$ cat src/hw/rtl/iba_pkg.sv
package iba_pkg;

    // default sizing
    localparam int NUM_BLOCKS_DEF  = 16;
    localparam int FILE_SLOTS_DEF  = 16;
    localparam int BLOCK_BYTES_DEF = 64;

    // fixed widths of the request and result fields
    localparam int SIZE_W     = 11;
    localparam int PORT_SLOT_W = 4;
    localparam int PORT_BLK_W  = 4;

    typedef logic [1:0] status_t;

    localparam status_t STAT_OK     = 2'd0;
    localparam status_t STAT_NOMEM  = 2'd1;
    localparam status_t STAT_FULL   = 2'd2;
    localparam status_t STAT_ABSENT = 2'd3;

    localparam logic ACT_CREATE = 1'b0;
    localparam logic ACT_DELETE = 1'b1;

    typedef enum logic [2:0] {
        S_IDLE,
        S_ALLOC,
        S_DEL_CNT,
        S_DEL_RD,
        S_DEL_FREE
    } iba_state_t;

    // write enables from the engine to the table memories
    typedef struct packed {
        logic cnt_we;
        logic list_we;
    } iba_mem_ctl_t;

endpackage

$ cat src/hw/rtl/iba_store.sv
module iba_store #(
    parameter int NUM_BLOCKS = iba_pkg::NUM_BLOCKS_DEF,
    parameter int FILE_SLOTS = iba_pkg::FILE_SLOTS_DEF,
    localparam int BLK_W  = $clog2(NUM_BLOCKS),
    localparam int SLOT_W = $clog2(FILE_SLOTS),
    localparam int CNT_W  = $clog2(NUM_BLOCKS + 1)
) (
    input  logic                 clk,
    input  iba_pkg::iba_mem_ctl_t mem_ctl,
    input  logic [SLOT_W-1:0]    cnt_waddr,
    input  logic [CNT_W-1:0]     cnt_wdata,
    input  logic [SLOT_W-1:0]    cnt_raddr,
    output logic [CNT_W-1:0]     cnt_rdata,
    input  logic [SLOT_W-1:0]    list_slot,
    input  logic [BLK_W-1:0]     list_idx,
    input  logic [BLK_W-1:0]     list_wdata,
    output logic [BLK_W-1:0]     list_rdata
);
    import iba_pkg::*;

    logic [CNT_W-1:0] cnt_mem [FILE_SLOTS];
    logic [BLK_W-1:0] list_mem [FILE_SLOTS][NUM_BLOCKS];
    logic [CNT_W-1:0] cnt_rdata_reg;
    logic [BLK_W-1:0] list_rdata_reg;

    // per-slot block count, registered read
    always_ff @(posedge clk)
    begin
        if (mem_ctl.cnt_we)
        begin
            cnt_mem[cnt_waddr] <= cnt_wdata;
        end
        cnt_rdata_reg <= cnt_mem[cnt_raddr];
    end

    // per-slot block list, registered read
    always_ff @(posedge clk)
    begin
        if (mem_ctl.list_we)
        begin
            list_mem[list_slot][list_idx] <= list_wdata;
        end
        list_rdata_reg <= list_mem[list_slot][list_idx];
    end

    assign cnt_rdata  = cnt_rdata_reg;
    assign list_rdata = list_rdata_reg;

endmodule

$ cat src/hw/rtl/iba_engine.sv
module iba_engine #(
    parameter int NUM_BLOCKS  = iba_pkg::NUM_BLOCKS_DEF,
    parameter int FILE_SLOTS  = iba_pkg::FILE_SLOTS_DEF,
    parameter int BLOCK_BYTES = iba_pkg::BLOCK_BYTES_DEF,
    localparam int BLK_W  = $clog2(NUM_BLOCKS),
    localparam int SLOT_W = $clog2(FILE_SLOTS),
    localparam int CNT_W  = $clog2(NUM_BLOCKS + 1)
) (
    input  logic                          clk,
    input  logic                          rst_n,
    input  logic                          start,
    input  logic                          action,
    input  logic [iba_pkg::SIZE_W-1:0]    byte_size,
    input  logic [iba_pkg::PORT_SLOT_W-1:0] file_slot,
    output logic                          busy,
    output logic                          strobe,
    output iba_pkg::status_t              status,
    output logic [iba_pkg::PORT_SLOT_W-1:0] slot_out,
    output logic [iba_pkg::PORT_BLK_W-1:0]  block_index,
    output logic                          last,
    output iba_pkg::iba_mem_ctl_t         mem_ctl,
    output logic [SLOT_W-1:0]             cnt_waddr,
    output logic [CNT_W-1:0]              cnt_wdata,
    output logic [SLOT_W-1:0]             cnt_raddr,
    input  logic [CNT_W-1:0]              cnt_rdata,
    output logic [SLOT_W-1:0]             list_slot,
    output logic [BLK_W-1:0]              list_idx,
    output logic [BLK_W-1:0]              list_wdata,
    input  logic [BLK_W-1:0]              list_rdata
);
    import iba_pkg::*;

    iba_state_t state_reg, state_next;

    logic [NUM_BLOCKS-1:0] used_map_reg, used_map_next;
    logic [CNT_W-1:0]      free_blocks_reg, free_blocks_next;
    logic [FILE_SLOTS-1:0] slot_valid_reg, slot_valid_next;
    logic [SLOT_W-1:0]     slot_reg, slot_next;
    logic [SIZE_W-1:0]     rem_reg, rem_next;
    logic [CNT_W-1:0]      idx_reg, idx_next;
    logic [CNT_W-1:0]      cnt_reg, cnt_next;

    logic                  strobe_reg, strobe_next;
    status_t               status_reg, status_next;
    logic [PORT_SLOT_W-1:0] slot_out_reg, slot_out_next;
    logic [PORT_BLK_W-1:0]  block_index_reg, block_index_next;
    logic                  last_reg, last_next;

    logic                  accept;
    logic [SIZE_W-1:0]     size_eff;
    logic                  nomem;
    logic [BLK_W-1:0]      free_blk;
    logic [SLOT_W-1:0]     free_slot;
    logic                  any_slot;
    logic                  slot_in_range;
    logic [SLOT_W-1:0]     slot_in_idx;
    logic                  absent;
    logic                  alloc_last;
    logic [CNT_W-1:0]      idx_inc;
    logic                  del_last;

    // request decode
    assign accept        = start && (state_reg == S_IDLE);
    assign busy          = (state_reg != S_IDLE);
    assign size_eff      = (byte_size == '0) ? SIZE_W'(1) : byte_size;
    assign nomem         = 32'(size_eff) > (32'(free_blocks_reg) * BLOCK_BYTES);
    assign any_slot      = !(&slot_valid_reg);
    assign slot_in_range = 32'(file_slot) < FILE_SLOTS;
    assign slot_in_idx   = SLOT_W'(file_slot);
    assign absent        = !slot_in_range || !slot_valid_reg[slot_in_idx];
    assign alloc_last    = 32'(rem_reg) <= BLOCK_BYTES;
    assign idx_inc       = idx_reg + CNT_W'(1);
    assign del_last      = (idx_inc == cnt_reg);

    // lowest free block
    always_comb
    begin
        free_blk = '0;
        for (int i = NUM_BLOCKS - 1; i >= 0; i--)
        begin
            if (!used_map_reg[i])
            begin
                free_blk = BLK_W'(i);
            end
        end
    end

    // lowest empty slot
    always_comb
    begin
        free_slot = '0;
        for (int i = FILE_SLOTS - 1; i >= 0; i--)
        begin
            if (!slot_valid_reg[i])
            begin
                free_slot = SLOT_W'(i);
            end
        end
    end

    // next state
    always_comb
    begin
        state_next = state_reg;
        case (state_reg)
            S_IDLE:
            begin
                if (accept)
                begin
                    if (action == ACT_CREATE)
                    begin
                        if (!nomem && any_slot)
                        begin
                            state_next = S_ALLOC;
                        end
                    end
                    else if (!absent)
                    begin
                        state_next = S_DEL_CNT;
                    end
                end
            end
            S_ALLOC:
            begin
                if (alloc_last)
                begin
                    state_next = S_IDLE;
                end
            end
            S_DEL_CNT:
            begin
                state_next = S_DEL_RD;
            end
            S_DEL_RD:
            begin
                state_next = S_DEL_FREE;
            end
            S_DEL_FREE:
            begin
                state_next = del_last ? S_IDLE : S_DEL_RD;
            end
            default:
            begin
                state_next = S_IDLE;
            end
        endcase
    end

    // map updates, memory accesses and results
    always_comb
    begin
        used_map_next    = used_map_reg;
        free_blocks_next = free_blocks_reg;
        slot_valid_next  = slot_valid_reg;
        slot_next        = slot_reg;
        rem_next         = rem_reg;
        idx_next         = idx_reg;
        cnt_next         = cnt_reg;
        strobe_next      = 1'b0;
        status_next      = status_reg;
        slot_out_next    = slot_out_reg;
        block_index_next = block_index_reg;
        last_next        = last_reg;
        mem_ctl          = '0;
        cnt_wdata        = idx_inc;
        case (state_reg)
            S_IDLE:
            begin
                if (accept)
                begin
                    if (action == ACT_CREATE)
                    begin
                        if (nomem)
                        begin
                            strobe_next      = 1'b1;
                            status_next      = STAT_NOMEM;
                            slot_out_next    = '0;
                            block_index_next = '0;
                            last_next        = 1'b1;
                        end
                        else if (!any_slot)
                        begin
                            strobe_next      = 1'b1;
                            status_next      = STAT_FULL;
                            slot_out_next    = '0;
                            block_index_next = '0;
                            last_next        = 1'b1;
                        end
                        else
                        begin
                            slot_next = free_slot;
                            rem_next  = size_eff;
                            idx_next  = '0;
                        end
                    end
                    else if (absent)
                    begin
                        strobe_next      = 1'b1;
                        status_next      = STAT_ABSENT;
                        slot_out_next    = file_slot;
                        block_index_next = '0;
                        last_next        = 1'b1;
                    end
                    else
                    begin
                        slot_next = slot_in_idx;
                    end
                end
            end
            S_ALLOC:
            begin
                // claim one block and log it in the slot's list
                used_map_next[free_blk] = 1'b1;
                free_blocks_next        = free_blocks_reg - CNT_W'(1);
                mem_ctl.list_we         = 1'b1;
                strobe_next             = 1'b1;
                status_next             = STAT_OK;
                slot_out_next           = PORT_SLOT_W'(slot_reg);
                block_index_next        = PORT_BLK_W'(free_blk);
                last_next               = alloc_last;
                if (alloc_last)
                begin
                    mem_ctl.cnt_we            = 1'b1;
                    slot_valid_next[slot_reg] = 1'b1;
                end
                else
                begin
                    idx_next = idx_inc;
                    rem_next = rem_reg - SIZE_W'(BLOCK_BYTES);
                end
            end
            S_DEL_CNT:
            begin
                cnt_next = cnt_rdata;
                idx_next = '0;
            end
            S_DEL_RD:
            begin
                // list read in flight
            end
            S_DEL_FREE:
            begin
                used_map_next[list_rdata] = 1'b0;
                free_blocks_next          = free_blocks_reg + CNT_W'(1);
                if (del_last)
                begin
                    slot_valid_next[slot_reg] = 1'b0;
                    strobe_next               = 1'b1;
                    status_next               = STAT_OK;
                    slot_out_next             = PORT_SLOT_W'(slot_reg);
                    block_index_next          = '0;
                    last_next                 = 1'b1;
                end
                else
                begin
                    idx_next = idx_inc;
                end
            end
            default:
            begin
            end
        endcase
    end

    // memory addressing
    assign cnt_waddr  = slot_reg;
    assign cnt_raddr  = slot_in_idx;
    assign list_slot  = slot_reg;
    assign list_idx   = idx_reg[BLK_W-1:0];
    assign list_wdata = free_blk;

    // control registers
    always_ff @(posedge clk or negedge rst_n)
    begin
        if (!rst_n)
        begin
            state_reg       <= S_IDLE;
            used_map_reg    <= '0;
            free_blocks_reg <= CNT_W'(NUM_BLOCKS);
            slot_valid_reg  <= '0;
            strobe_reg      <= 1'b0;
        end
        else
        begin
            state_reg       <= state_next;
            used_map_reg    <= used_map_next;
            free_blocks_reg <= free_blocks_next;
            slot_valid_reg  <= slot_valid_next;
            strobe_reg      <= strobe_next;
        end
    end

    // working and result payload registers
    always_ff @(posedge clk)
    begin
        slot_reg        <= slot_next;
        rem_reg         <= rem_next;
        idx_reg         <= idx_next;
        cnt_reg         <= cnt_next;
        status_reg      <= status_next;
        slot_out_reg    <= slot_out_next;
        block_index_reg <= block_index_next;
        last_reg        <= last_next;
    end

    assign strobe      = strobe_reg;
    assign status      = status_reg;
    assign slot_out    = slot_out_reg;
    assign block_index = block_index_reg;
    assign last        = last_reg;

endmodule

$ cat src/hw/rtl/indexed_block_allocator_top.sv
// channel   signals                                   direction  handshake
// request   action, byte_size, file_slot              in         start high, busy low
// result    status, slot_out, block_index, last       out        strobe, one cycle
//
// a create is checked first, then claims its blocks one by one, giving one
// result per cycle back to back; errors answer in the cycle after the request.
// a delete does one count memory read, then one list memory read and one map
// update per block held by the slot. reset clears the block map and slot table
// and sets the free count to NUM_BLOCKS at once; no clearing pass.
// results cannot be held off; busy falls as the final result of a request shows.
module indexed_block_allocator_top #(
    parameter int NUM_BLOCKS  = iba_pkg::NUM_BLOCKS_DEF,
    parameter int FILE_SLOTS  = iba_pkg::FILE_SLOTS_DEF,
    parameter int BLOCK_BYTES = iba_pkg::BLOCK_BYTES_DEF
) (
    input  logic                            clk,
    input  logic                            rst_n,
    input  logic                            start,
    output logic                            busy,
    input  logic                            action,
    input  logic [iba_pkg::SIZE_W-1:0]      byte_size,
    input  logic [iba_pkg::PORT_SLOT_W-1:0] file_slot,
    output logic                            strobe,
    output iba_pkg::status_t                status,
    output logic [iba_pkg::PORT_SLOT_W-1:0] slot_out,
    output logic [iba_pkg::PORT_BLK_W-1:0]  block_index,
    output logic                            last
);
    import iba_pkg::*;

    localparam int BLK_W  = $clog2(NUM_BLOCKS);
    localparam int SLOT_W = $clog2(FILE_SLOTS);
    localparam int CNT_W  = $clog2(NUM_BLOCKS + 1);

    iba_mem_ctl_t       mem_ctl;
    logic [SLOT_W-1:0]  cnt_waddr;
    logic [CNT_W-1:0]   cnt_wdata;
    logic [SLOT_W-1:0]  cnt_raddr;
    logic [CNT_W-1:0]   cnt_rdata;
    logic [SLOT_W-1:0]  list_slot;
    logic [BLK_W-1:0]   list_idx;
    logic [BLK_W-1:0]   list_wdata;
    logic [BLK_W-1:0]   list_rdata;

    // allocation control and maps
    iba_engine #(
        .NUM_BLOCKS  (NUM_BLOCKS),
        .FILE_SLOTS  (FILE_SLOTS),
        .BLOCK_BYTES (BLOCK_BYTES)
    ) u_engine (
        .clk         (clk),
        .rst_n       (rst_n),
        .start       (start),
        .action      (action),
        .byte_size   (byte_size),
        .file_slot   (file_slot),
        .busy        (busy),
        .strobe      (strobe),
        .status      (status),
        .slot_out    (slot_out),
        .block_index (block_index),
        .last        (last),
        .mem_ctl     (mem_ctl),
        .cnt_waddr   (cnt_waddr),
        .cnt_wdata   (cnt_wdata),
        .cnt_raddr   (cnt_raddr),
        .cnt_rdata   (cnt_rdata),
        .list_slot   (list_slot),
        .list_idx    (list_idx),
        .list_wdata  (list_wdata),
        .list_rdata  (list_rdata)
    );

    // file table memories
    iba_store #(
        .NUM_BLOCKS (NUM_BLOCKS),
        .FILE_SLOTS (FILE_SLOTS)
    ) u_store (
        .clk        (clk),
        .mem_ctl    (mem_ctl),
        .cnt_waddr  (cnt_waddr),
        .cnt_wdata  (cnt_wdata),
        .cnt_raddr  (cnt_raddr),
        .cnt_rdata  (cnt_rdata),
        .list_slot  (list_slot),
        .list_idx   (list_idx),
        .list_wdata (list_wdata),
        .list_rdata (list_rdata)
    );

    // the final result of a request frees the request port
    assert property (@(posedge clk) disable iff (!rst_n)
        strobe && last |-> !busy)
        else $error("busy still high with final result");

    // block results of one create come on consecutive cycles
    assert property (@(posedge clk) disable iff (!rst_n)
        strobe && !last |=> strobe)
        else $error("gap inside a create result run");

    // error results are single and carry no block
    assert property (@(posedge clk) disable iff (!rst_n)
        strobe && (status != STAT_OK) |-> last && (block_index == '0))
        else $error("malformed error result");

    // work only starts from a request
    assert property (@(posedge clk) disable iff (!rst_n)
        $rose(busy) |-> $past(start))
        else $error("busy rose without a request");

endmodule
$ cat config.mk
export PLATFORM = sky130hd
export DESIGN_NAME = indexed_block_allocator_top
export DESIGN_NICKNAME = d
export VERILOG_FILES = /design/src/hw/rtl/iba_pkg.sv /design/src/hw/rtl/iba_store.sv /design/src/hw/rtl/iba_engine.sv /design/src/hw/rtl/indexed_block_allocator_top.sv
export SDC_FILE = /design/constraint.sdc
export NUM_CORES = 1
export LEC_CHECK = 0
export BUFFER_PORTS_ARGS = -buffer_cell sky130_fd_sc_hd__buf_4
export CAP_MARGIN = 5
export CORE_MARGIN = 8
export CORE_UTILIZATION = 45
export DETAILED_ROUTE_END_ITERATION = 6
export HOLD_SLACK_MARGIN = 0.12
export PLACE_DENSITY = 0.7
export SLEW_MARGIN = 5
export SYNTH_ARGS = -nofsm -noshare
export SYNTH_HDL_FRONTEND = slang
export SYNTH_SLANG_ARGS = --single-unit
$ cat constraint.sdc
create_clock -name clk -period 27.6 [get_ports clk]
set_clock_uncertainty 0.2 [all_clocks]
set_input_delay 4.14 -clock clk [delete_from_list [all_inputs] [get_ports clk]]
set_output_delay 4.14 -clock clk [all_outputs]
set_load 0.01 [all_outputs]
==> impl_metrics.toml <==
[floorplan]
die_h_um = 342.4
io_pins = 32
die-area_um2 = 117200
core_um2 = 105400
initial_core_util_pct = 45.48
rows = 119
die_w_um = 342.4

[synth]
syn_inst = 2523
syn_area_um2 = 47940
synthFlopType = "edfxtp_1"
synth_edf_count = 1140
synth.avg_cell_area_um2 = 19.00
yosysSeqAreaShare_pct = 74.10
synthArstFlopShare_pct = 3.434
yosys_warnings = 0
synth_nets = 2557
ys_types = 78
ys_ff_latch = 1194

[layout]
fin_nets = 2586
diodes = 0
post-route-util_pct = 50.51
syn2layout_area_growth_pct = 11.07
largest_register_ffs = 1024
nFillCells = 8242
drive_gt1_share_pct = 21.92

[run_status]
status = "completed"

[timing]
worst_slack_ns = 20.88
maxSlewHeadroom_pct = 10.19
setup_viol = 0
holdWs_ns = 0.2046
worst_pin_slew_ns = 1.347
rsz0062_at_grt = "no"
finalHoldViolations = 0
fin_crit_sh_pct = 24.35
drv_slew = 0
setup_tns_ns = 0
fin_crit_ns = 6.721
max_freq_ghz = 0.1488

[placed_design]
dp_hpwl_um = 65240
port_buffers = 31
place_congestion = 0.8615
dp_slack_ns = 20.17

[global_routing]
grt_overflow = 0
grt.total_usage_pct = 18.70
antenna_found_initial = 0
grt_max_degree = 258
grt_pass1_vias = 25093
grt_pass1_wl_um = 165000

[clock_network]
path_clk_slew_ns = 0.06
post_cts_buffers = 0
cts_made_buffers = 115
cts_max_path_buffers = 3
cts-htree-levels = 3
cts_resized = 0
numClockSinks = 1194
ctsRootBufferMaster = "clkbuf_16"
insertion_delay_ns = 0.72
hold_buffers = 0
cts_tree = "done"

[routing]
drtPass1Iterations = 6
avgRoutedWirePerCell_um = 27.51
num_vias = 24503
ant_nets = 0
routed_wl_um = 111000
dr.first_iter.drc_count = 2908
vias_per_cell = 6.070
drc = 0

[setup_path]
crit_family = "compound AO/OA/AOI/OAI gates"
reg2reg_depth = 8
path_class = "in -> reg"
crit_required_ns = 27.67
cp_slowest_cell = "o211ai_1"
max_stage_delay_ns = 0.90
cpMostUsedCell = "mux4_2"
end_kind = "register"
worst_ep_arrival_time_ns = 6.79
cp-start-kind = "primary input"
cp_max_fo = 25
crit_chain = "buf_4, mux4_2, mux4_2, a21o_4, o211ai_1"
path_buf_inv = 1
path_depth = 5

[flow_run]
maxCapViolCount = 0

[power_and_ir_drop]
power.leakage_nw = 14.06
power.density_nw_per_um2 = 66.36
peakVddDrop_v = 0.00006213

[min_path]
hold-path-cell-count = 0
hold_class = "reg -> reg"
[stage by stage]
step,total power [mW],std cells,area (um2)
detailed placement,2.003,3826,49460
finish,3.533,4037,53250
CTS,3.549,4037,53250
floorplan,1.999,2523,47940
global placement,2.003,3826,49460
global route,3.616,4037,53250
[Yosys cell counts (5+ instances only)]
library cell	count	area share (%)
a211oi_1	5	0.078
a21o_1	5	0.078
a21oi_1	35	0.37
a221oi_1	6	0.11
a22oi_1	13	0.20
a31oi_1	11	0.14
and2_1	9	0.12
buf_1	20	0.16
buf_2	20	0.21
buf_4	24	0.38
buf_6	8	0.19
clkbuf_1	73	0.57
dfrtp_1	40	2.1
dfxtp_1	13	0.54
edfxtp_1	1140	71
ha_1	14	0.37
inv_1	25	0.20
mux2i_1	43	0.90
mux4_2	308	14
nand2_1	105	0.82
nand2b_1	13	0.17
nand3_1	36	0.38
nand4_1	11	0.14
nor2_1	317	2.5
nor2b_1	19	0.25
nor3_1	17	0.18
o211ai_1	8	0.13
o21ai_0	77	0.80
o31ai_1	19	0.30
xnor2_1	8	0.15
xor2_1	7	0.13
[cells by family after synthesis]
kind of cell	count (synthesis)	share of synthesized area, %
multiplexers	358	15.59
adder cells (fa/ha/maj)	15	0.4072
buffers and inverters	178	1.890
flip-flops	1194	74.10
AO/OA/AOI/OAI	210	2.772
AND/OR/NAND/NOR	553	4.967
XOR/XNOR	15	0.2741
[layout by cell type, fill, tap and decap left out, types with 7 or more instances in the layout]
cell type | netlist | layout
a21oi_1 | 35 | 35
a22oi_1 | 13 | 13
a31oi_1 | 11 | 11
and2_1 | 9 | 9
buf_4 | 24 | 59
bufinv_16 | 0 | 10
clkbuf_1 | 73 | 27
clkbuf_16 | 0 | 117
clkbuf_8 | 4 | 10
clkinv_1 | 0 | 16
clkinv_2 | 0 | 17
dfrtp_1 | 40 | 40
dfxtp_1 | 13 | 9
edfxtp_1 | 1140 | 1140
ha_1 | 14 | 14
inv_1 | 25 | 23
mux2i_1 | 43 | 43
mux4_2 | 308 | 308
nand2_1 | 105 | 96
nand2_2 | 0 | 9
nand2b_1 | 13 | 13
nand3_1 | 36 | 36
nand4_1 | 11 | 11
nor2_1 | 317 | 316
nor2b_1 | 19 | 19
nor3_1 | 17 | 16
o211ai_1 | 8 | 8
o21ai_0 | 77 | 77
o31ai_1 | 19 | 19
xnor2_1 | 8 | 8
xor2_1 | 7 | 7
[final timing paths]
| path | start | end | slack [ns] |
|---|---|---|---|
| worst min register to register | u_store.cnt_rdata[4] | u_engine.cnt_reg[4] | 0.20 |
| max in group asynchronous | rst_n | u_engine.used_map_reg[4] | 23.54 |
| worst max-delay path | file_slot[0] | u_engine.block_index[0] | 20.88 |
| min in group asynchronous | rst_n | async pin | 3.24 |
| worst min-delay path | u_store.cnt_rdata[4] | u_engine.cnt_reg[4] | 0.20 |
| worst max register to register | register | u_store.list_rdata[2] | 22.90 |
[layout make-up]
cell class	count	area, um2	share of cell area (%)
clock inverter	57	621.8	1.168
multi-input combinational	1151	11550	21.69
inverter	27	111.4	0.2091
tap	1391	1740	3.269
timing repair buffer	63	523.0	0.9822
clock buffer	154	3167	5.947
sequential	1194	35540	66.74
[worst reg2reg max path, stage by stage (launching register included)]
cell	delay, ns
dfxtp_4	0.84
buf_4	0.75
buf_12	0.77
mux4_2	0.66
mux2i_1	0.26
a21oi_1	0.18
a2111oi_0	0.53
nand2_1	0.18
nor2b_1	0.20
[per-layer routing]
layer | wire, um | track usage (%)
met1 | 43280 | 25.20
met2 | 54640 | 30.83
met3 | 9115 | 3.273
met4 | 4005 | 6.537
met5 | 0 | 0
[power breakdown]
group | internal [mW] | switching [mW]
combinational | 0.00466 | 0.00615
sequential | 1.95 | 0
clock | 0.899 | 0.670
Note: power is estimated with default switching activity, not from simulation.
